==> config.mk <==
export PLATFORM = sky130hd
export DESIGN_NAME = fchs_seq
export DESIGN_NICKNAME = d
export VERILOG_FILES = /design/src/rtl/first_char_histogram_selectivity_assert.svh /design/src/rtl/fchs_pkg.sv /design/src/rtl/fchs_seq.sv
export SDC_FILE = /design/constraint.sdc
export NUM_CORES = 1
export LEC_CHECK = 0
export BUFFER_PORTS_ARGS = -buffer_cell sky130_fd_sc_hd__buf_4
export CAP_MARGIN = 20
export CORE_ASPECT_RATIO = 1.1
export CORE_UTILIZATION = 35
export CTS_BUF_LIST = sky130_fd_sc_hd__clkbuf_4 sky130_fd_sc_hd__clkbuf_8
export CTS_CLUSTER_SIZE = 14
export DETAILED_ROUTE_END_ITERATION = 8
export GPL_TIMING_DRIVEN = 0
export HOLD_SLACK_MARGIN = 0.12
export PLACE_DENSITY = 0.62
export SLEW_MARGIN = 20
export SYNTH_ARGS = -nofsm -noshare
export SYNTH_HDL_FRONTEND = slang
export SYNTH_SLANG_ARGS = --single-unit
==> constraint.sdc <==
create_clock -name clk_i -period 7.92 [get_ports clk_i]
set_input_delay 0.792 -clock clk_i [delete_from_list [all_inputs] [get_ports clk_i]]
set_output_delay 0.792 -clock clk_i [all_outputs]
set_load 0.005 [all_outputs]
==> src/rtl/first_char_histogram_selectivity_assert.svh <==
// assertion macros for the first-character histogram block
`ifndef FIRST_CHAR_HISTOGRAM_SELECTIVITY_ASSERT_SVH
`define FIRST_CHAR_HISTOGRAM_SELECTIVITY_ASSERT_SVH

`ifndef SYNTHESIS
`define FCHS_ASSERT(lbl, prop) \
  lbl: assert property (@(posedge clk_i) disable iff (!rst_ni) prop) \
    else $error("assertion failed");
`define FCHS_ASSERT_IMP(lbl, ante, cons) \
  lbl: assert property (@(posedge clk_i) disable iff (!rst_ni) (ante) |-> (cons)) \
    else $error("assertion failed");
`else
`define FCHS_ASSERT(lbl, prop)
`define FCHS_ASSERT_IMP(lbl, ante, cons)
`endif

`endif

==> src/rtl/fchs_pkg.sv <==
// shared types, microcode encodings and constants of the histogram block
package fchs_pkg;

  localparam int unsigned Q16_W = 16;
  localparam int unsigned SEL_W = 17;
  localparam int unsigned STEP_W = 5;

  localparam logic [SEL_W-1:0] Q16_ONE   = 17'd65536;
  localparam logic [SEL_W-1:0] FRAC_EQ   = 17'd3276;
  localparam logic [SEL_W-1:0] FRAC_NE   = 17'd62259;
  localparam logic [SEL_W-1:0] FRAC_LIKE = 17'd6553;

  localparam logic [2:0] CMP_GT   = 3'd0;
  localparam logic [2:0] CMP_GE   = 3'd1;
  localparam logic [2:0] CMP_LT   = 3'd2;
  localparam logic [2:0] CMP_LE   = 3'd3;
  localparam logic [2:0] CMP_EQ   = 3'd4;
  localparam logic [2:0] CMP_NE   = 3'd5;
  localparam logic [2:0] CMP_LIKE = 3'd6;

  localparam logic [1:0] LEN_EMPTY = 2'd0;
  localparam logic [1:0] LEN_ONE   = 2'd1;

  localparam logic OP_ADD   = 1'b0;
  localparam logic OP_QUERY = 1'b1;

  // program steps
  localparam logic [STEP_W-1:0] STEP_IDLE     = 5'd0;
  localparam logic [STEP_W-1:0] STEP_DISPATCH = 5'd1;
  localparam logic [STEP_W-1:0] STEP_ADD_TOT  = 5'd2;
  localparam logic [STEP_W-1:0] STEP_ADD_BIN  = 5'd3;
  localparam logic [STEP_W-1:0] STEP_Q_INIT   = 5'd4;
  localparam logic [STEP_W-1:0] STEP_Q_FIXED  = 5'd5;
  localparam logic [STEP_W-1:0] STEP_Q_LEN    = 5'd6;
  localparam logic [STEP_W-1:0] STEP_WALK     = 5'd7;
  localparam logic [STEP_W-1:0] STEP_MUL      = 5'd8;
  localparam logic [STEP_W-1:0] STEP_DIV_BIN  = 5'd9;
  localparam logic [STEP_W-1:0] STEP_WAIT_BIN = 5'd10;
  localparam logic [STEP_W-1:0] STEP_ADD_QUOT = 5'd11;
  localparam logic [STEP_W-1:0] STEP_CLAMP    = 5'd12;
  localparam logic [STEP_W-1:0] STEP_DIV_SEL  = 5'd13;
  localparam logic [STEP_W-1:0] STEP_WAIT_SEL = 5'd14;
  localparam logic [STEP_W-1:0] STEP_EMIT     = 5'd15;
  localparam logic [STEP_W-1:0] STEP_DONE     = 5'd16;

  typedef struct packed {
    logic       operation;
    logic [1:0] value_length;
    logic [7:0] first_char;
    logic [7:0] second_char;
    logic [2:0] compare_op;
  } in_t;

  typedef struct packed {
    logic [SEL_W-1:0] selectivity;
    logic             no_values;
  } out_t;

  typedef enum logic [3:0] {
    ACT_NOP,
    ACT_ADD_TOT,
    ACT_ADD_BIN,
    ACT_Q_INIT,
    ACT_WALK,
    ACT_MUL,
    ACT_DIV_BIN,
    ACT_ADD_QUOT,
    ACT_CLAMP,
    ACT_DIV_SEL,
    ACT_EMIT
  } act_e;

  typedef enum logic [3:0] {
    COND_NEVER,
    COND_ALWAYS,
    COND_NO_IN,
    COND_IS_QUERY,
    COND_LEN_ZERO,
    COND_LEN_ONE,
    COND_TOTAL_ZERO,
    COND_CMP_FIXED,
    COND_IDX_LT_FB,
    COND_DIV_BUSY,
    COND_OUT_BUSY
  } cond_e;

  typedef struct packed {
    act_e              act;
    cond_e             cond;
    logic [STEP_W-1:0] target;
  } ucode_t;

  typedef struct packed {
    act_e act;
    logic load;
  } ctrl_t;

  typedef struct packed {
    logic is_query;
    logic len_zero;
    logic len_one;
    logic total_zero;
    logic cmp_fixed;
    logic idx_lt_fb;
    logic div_busy;
    logic out_busy;
  } stat_t;

endpackage

==> src/rtl/fchs_seq.sv <==
// microcode sequencer: program rom, step counter and jump conditions
module fchs_seq
  import fchs_pkg::*;
(
  input  logic  clk_i,
  input  logic  rst_ni,
  input  logic  in_valid_i,
  input  stat_t stat_i,
  output logic  in_ready_o,
  output ctrl_t ctrl_o
);

  logic [STEP_W-1:0] step_q, step_d;
  ucode_t            word;
  logic              hit;

  function automatic ucode_t ucode_rom(logic [STEP_W-1:0] s);
    ucode_t w;
    w = '{act: ACT_NOP, cond: COND_ALWAYS, target: STEP_IDLE};
    case (s)
      STEP_IDLE:     w = '{act: ACT_NOP,      cond: COND_NO_IN,      target: STEP_IDLE};
      STEP_DISPATCH: w = '{act: ACT_NOP,      cond: COND_IS_QUERY,   target: STEP_Q_INIT};
      STEP_ADD_TOT:  w = '{act: ACT_ADD_TOT,  cond: COND_LEN_ZERO,   target: STEP_IDLE};
      STEP_ADD_BIN:  w = '{act: ACT_ADD_BIN,  cond: COND_ALWAYS,     target: STEP_IDLE};
      STEP_Q_INIT:   w = '{act: ACT_Q_INIT,   cond: COND_TOTAL_ZERO, target: STEP_EMIT};
      STEP_Q_FIXED:  w = '{act: ACT_NOP,      cond: COND_CMP_FIXED,  target: STEP_EMIT};
      STEP_Q_LEN:    w = '{act: ACT_NOP,      cond: COND_LEN_ZERO,   target: STEP_CLAMP};
      STEP_WALK:     w = '{act: ACT_WALK,     cond: COND_IDX_LT_FB,  target: STEP_WALK};
      STEP_MUL:      w = '{act: ACT_MUL,      cond: COND_LEN_ONE,    target: STEP_CLAMP};
      STEP_DIV_BIN:  w = '{act: ACT_DIV_BIN,  cond: COND_NEVER,      target: STEP_IDLE};
      STEP_WAIT_BIN: w = '{act: ACT_NOP,      cond: COND_DIV_BUSY,   target: STEP_WAIT_BIN};
      STEP_ADD_QUOT: w = '{act: ACT_ADD_QUOT, cond: COND_NEVER,      target: STEP_IDLE};
      STEP_CLAMP:    w = '{act: ACT_CLAMP,    cond: COND_NEVER,      target: STEP_IDLE};
      STEP_DIV_SEL:  w = '{act: ACT_DIV_SEL,  cond: COND_NEVER,      target: STEP_IDLE};
      STEP_WAIT_SEL: w = '{act: ACT_NOP,      cond: COND_DIV_BUSY,   target: STEP_WAIT_SEL};
      STEP_EMIT:     w = '{act: ACT_EMIT,     cond: COND_OUT_BUSY,   target: STEP_EMIT};
      STEP_DONE:     w = '{act: ACT_NOP,      cond: COND_ALWAYS,     target: STEP_IDLE};
      default:       w = '{act: ACT_NOP,      cond: COND_ALWAYS,     target: STEP_IDLE};
    endcase
    return w;
  endfunction

  always_comb begin
    word = ucode_rom(step_q);
    case (word.cond)
      COND_NEVER:      hit = 1'b0;
      COND_ALWAYS:     hit = 1'b1;
      COND_NO_IN:      hit = !in_valid_i;
      COND_IS_QUERY:   hit = stat_i.is_query;
      COND_LEN_ZERO:   hit = stat_i.len_zero;
      COND_LEN_ONE:    hit = stat_i.len_one;
      COND_TOTAL_ZERO: hit = stat_i.total_zero;
      COND_CMP_FIXED:  hit = stat_i.cmp_fixed;
      COND_IDX_LT_FB:  hit = stat_i.idx_lt_fb;
      COND_DIV_BUSY:   hit = stat_i.div_busy;
      COND_OUT_BUSY:   hit = stat_i.out_busy;
      default:         hit = 1'b0;
    endcase
    step_d = hit ? word.target : step_q + 1'b1;
  end

  always_ff @(posedge clk_i or negedge rst_ni) begin
    if (!rst_ni) begin
      step_q <= STEP_IDLE;
    end else begin
      step_q <= step_d;
    end
  end

  assign in_ready_o  = (step_q == STEP_IDLE);
  assign ctrl_o.act  = word.act;
  assign ctrl_o.load = in_valid_i && in_ready_o;

endmodule

; ---- Word level (Yosys, flattened, before mapping)
; Memories as Yosys holds them, arrays and structs flattened.
; Cells that the tools add are included.
; W data, S select, Z words.
[word_totals]
n_memories = 1
word_cells = 18
output_inout_bits = 6
reg_bits = 5
inputBits = 11
rom_bits = 384
[memory_table]
columns = memory, depth, width, read_ports, rd_ports_with_merged_regs, wr, line
row1 = (name not given), 32, 12, 1, 0, 0, fchs_seq.sv:20  ; case (s)
[op_classes]
reduce_logical = 3
muxes = 2
addsub = 1
n_eq_ne = 10
[ops]
columns = operator, count
row1 = $eq A4 B3 Y1 const B, 4
row2 = $eq A4 B4 Y1 const B, 3
row3 = $pmux W1 S10, 1
row4 = $eq A4 B2 Y1 const B, 2
row5 = $add A5 B1 Y5 const B, 1
row6 = $logic_not A5 Y1, 1
row7 = $mux W5, 1
row8 = $eq A4 B1 Y1 const B, 1
row9 = $logic_and A1 B1 Y1, 1
row10 = $logic_not A1 Y1, 1

; ---- Longest topological paths before layout
; An unclocked memory read counts as a cell.
[depth]
ltp_word = 4
ltp_mapped = 9
mapped_depth_nobuf = 9

; ---- Least setup slack after synthesis
; No wires, ideal clock.
[synth_timing]
kind = reg-to-reg
start = register step_q[0]
end = register step_q[3]
setup_time_ns = 0.101
t_required_ns = 7.819
synth_period_minus_slack_ns = 2.507
arrival_ns = 2.406
n_path_buf = 0
stages_incl_launch_ff = 10
path_slack_ns = 5.413
path_cell_list = dfrtp_1 -> ha_1 -> ha_1 -> nand2_1 -> and2_1 -> nor4_1 -> or4b_4 -> a31oi_4 -> mux2i_1 -> nor4_1
[synth_via]
elab_chain_cells = 4
word_cells_on_any_way = 14
cone_classes = 1 x add/sub / 10 x eq/ne / 2 x mux / 1 x memory
[synth_rtl]
columns = item, line
row1 = "start, declared", fchs_seq.sv:13  ; logic [STEP_W-1:0] step_q, step_d;
row2 = "start signal, assigned", fchs_seq.sv:66  ; step_q <= step_d;
row3 = $mem_v2 Z32 W12, --
row4 = "$eq A4 B4 Y1, or another cell as far along", fchs_seq.sv:45  ; case (word.cond)
row5 = $pmux W1 S10, fchs_seq.sv:45
row6 = $mux W5 (*), fchs_seq.sv:59  ; step_d = hit ? word.target : step_q + 1'b1;
row7 = named net step_d[3], fchs_seq.sv:13
; The timed path passes the listed nets; every way through them passes the cells marked *.

; ---- Final worst setup path
[layout_timing]
start = register step_q[0]
end = register step_q[2]
; The elaborated chain is that of the path after synthesis.

==> impl_metrics.csv <==
group,metric,value,unit
run_status,status,"finished, final reports clean",
clock_tree,path_clk_slew,0.04,ns
global_route,grt_pass1_vias,643,
detailed_routing,dr.pass1.iters,4,
synthesis,synthCells,89,
power_and_ir_drop,clkPwrFrac,6.9,%
layout,syn2layout_area_growth,25.5,%
timing,period_needed,2.91,ns
floorplan,dieWidth,45.3,um
timing,worst_pin_slew,0.577,ns
timing,finalSetupViolCount,0,
detailed_routing,drc_errors,0,
layout,top_regs,"step_q (5)",
timing,finalSetupTns,0,ns
synthesis,synth_top_cell_area_share,17.4,%
floorplan,dieArea,0.00224,sq mm
clock_tree,postCtsSetupRepairBufs,0,
placed_design,io_buffers,16,
floorplan,coreArea,0.00186,sq mm
synthesis,synth.cells.most_frequent,"8 x nand2_1, 7 x ha_1, 6 x a21oi_1",
placed_design,dp_hpwl,1.35,mm
floorplan,num_rows,16,
critical_path,crit_chain,"ha_1 -> ha_1 -> nand2_1 -> and3_1 -> a221oi_1 -> o31ai_1 -> a31oi_4 -> a2111oi_0 -> a21o_1",
layout,largest_reg_flops,5,
clock_tree,cts.sinks,5,
clock_tree,cts_resized,0,
timing,timing.hold.ws,0.351,ns
critical_path,crit_type,"reg -> reg",
clock_tree,insertion_delay,0.23,ns
timing,hold_violations,0,
synthesis,ys_types,36,
layout,post-route-util,48.6,%
power_and_ir_drop,power.switching,0.221,mW
power_and_ir_drop,p_leak,0.416,nW
detailed_routing,ant_nets,0,
global_route,grt_usage,16.4,%
synthesis,synth_area_leaders,"dfrtp_1 17%, ha_1 12%, mux2i_1 5.6%, nand2b_1 4.3%, a21oi_1 4.2%",
clock_tree,cts_buffer_depth,2,
layout,diodes,0,
run,drv_cap,0,
synthesis,ys_async_sr_fraction,100,%
power_and_ir_drop,intPower,0.233,mW
critical_path,endpoint_kind,"flop",
synthesis,yosysMostFrequentCell,"nand2_1",
critical_path,cp_common_cell,"ha_1",
clock_tree,cts_hold_buf,0,
hold_path,worstHoldPathType,"in -> async",
synthesis,syn_area_per_cell,8.10,sq um
power_and_ir_drop,comb_power_share,80.2,%
floorplan,ioPinCount,17,
critical_path,path_buf_inv,0,
synthesis,synth.cell_area,721,sq um
critical_path,crit_arrival,3.07,ns
synthesis,synth_top_area_cell,"dfrtp_1",
critical_path,path_max_fanout,9,
timing,rsz0062_at_grt,"false",
critical_path,required,8.09,ns
timing,finalCritPeriodShare,36.7,%
synthesis,seq_area_frac_synth,17.4,%
global_route,grt_max_degree,11,
layout,largest-register,"step_q",
power_and_ir_drop,swShare,48.6,%
global_route,grt_overflow_total,0,
power_and_ir_drop,pwr-share-seq,12.9,%
timing,skew,0.000507,ns
power_and_ir_drop,total_power,0.454,mW
placed_design,routabilityCongestion,0.831,
detailed_routing,routedWlPerCell,12.4,um
synthesis,synth-seq-cells,5,
detailed_routing,routed_via_density,5.29,
layout,finalNonFillerCells,136,
critical_path,critPathSlowestCell,"a2111oi_0",
detailed_routing,drt-initial-drc-count,10,
clock_tree,cts_buffers,3,
layout,drive_gt1_share,26.6,%
global_route,antenna_found_initial,0,
synthesis,synthesis.nets,107,
critical_path,critPathLaunchType,"flop",
placed_design,placed_area,875,sq um
timing,max_freq,0.344,GHz
placed_design,dpl_worst_slack,4.98,ns
timing,worst_slack,5.01,ns
power_and_ir_drop,ir_drop,244,uV
global_route,grt_pass1_wl,2.75,mm
detailed_routing,route.vias.total,719,
floorplan,initial_core_util,38.7,%
critical_path,critPathTopFamily,"compound AO/OA/AOI/OAI gates",
clock_tree,cts_tree,"yes",
layout,stdcell_area,905,sq um
clock_tree,cts_root_buf,"clkbuf_4",
layout,finalNetCount,128,
critical_path,cp_slowest_stage_delay,0.52,ns
timing,relSlewSlack,60.5,%
clock_tree,h-tree-depth,1,
timing,slew_viol_final,0,
synthesis,synth_edf_count,0,
synthesis,ys.flop_type,"dfrtp_1",
power_and_ir_drop,cellPowerDensity,502,mW/mm^2
floorplan,fp.dieH,49.6,um
detailed_routing,wirelength,1.69,mm
placed_design,dp_cells,132,
synthesis,yosysWarningCount,0,
## layout make-up
type,count,area (sq um)
clock buffer,4,30.0
tap,27,33.8
fill,196,957
sequential,5,125
multi-input combinational,75,553
timing repair buffer,16,120
inverter,4,15.0
buffer,5,27.5
## worst reg2reg max path: cells and delay by family, from the launching register on
kind,cells,cell delay [ns]
DFF,1,0.49
adders and majority gates,2,0.54
and+or+nand+nor,2,0.36
AOI/OAI and AO/OA,5,1.46
## kinds of logic (layout without fill, tap and decap cells)
family	after synthesis	in the layout	synth area share, %
compound gates	26	26	26.0
flops	5	5	17.4
fa+ha+maj	7	7	12.2
mux	5	5	8.68
simple gates	37	37	29.9
buf+inv	9	29	5.90
## cell usage in the layout, fill, tap and decap left out, types with 2 or more instances in the layout
master / instances
a2111oi_0: 2
a21o_1: 2
a21oi_1: 6
a311oi_1: 2
and2_1: 2
and3_1: 2
buf_4: 16
clkbuf_1: 2
clkbuf_4: 4
dfrtp_1: 5
ha_1: 7
inv_1: 4
mux2i_1: 4
nand2_1: 8
nand2b_1: 5
nand3_1: 2
nor2_1: 4
nor2b_1: 2
nor3_1: 5
nor4_1: 2
o211ai_1: 2
o21ai_0: 5
## worst paths after layout
path / startpoint / endpoint / slack, ns / cells after the start
max in group asynchronous: rst_ni / step_q[2]$_DFF_PN0_ / 7.46 / 1
hold / removal: rst_ni / step_q[0]$_DFF_PN0_ / 0.35 / 1
min in group clk_i: step_q[2]$_DFF_PN0_ / step_q[2]$_DFF_PN0_ / 0.62 / 2
setup / recovery: step_q[0]$_DFF_PN0_ / step_q[2]$_DFF_PN0_ / 5.01 / 9
setup reg to reg: step_q[0]$_DFF_PN0_ / step_q[2]$_DFF_PN0_ / 5.01 / 9
hold reg to reg: step_q[2]$_DFF_PN0_ / step_q[2]$_DFF_PN0_ / 0.62 / 2
## routing by layer
| metal | wire, um | global-route usage [%] | part of all wire, % | up-vias |
|---|---|---|---|---|
| met1 | 793 | 21.7 | 47 | 337 |
| met5 | 0 | 0 | 0 | - |
| met3 | 31 | 2.20 | 1.8 | 2 |
| li1 | - | - | - | 369 |
| met4 | 14 | 6.06 | 0.83 | 0 |
| met2 | 846 | 26.6 | 50 | 11 |
## power groups by stage
stage                     logic [mW]  registers (mW)  clock network, mW
final                          0.364          0.0584             0.0313
after global routing           0.406          0.0608             0.0340
after CTS                      0.365          0.0580             0.0325
after detailed placement       0.364          0.0584                  0
after global placement         0.361          0.0591                  0
after floorplan                0.277          0.0539                  0
(Power assumes the default switching activity.)
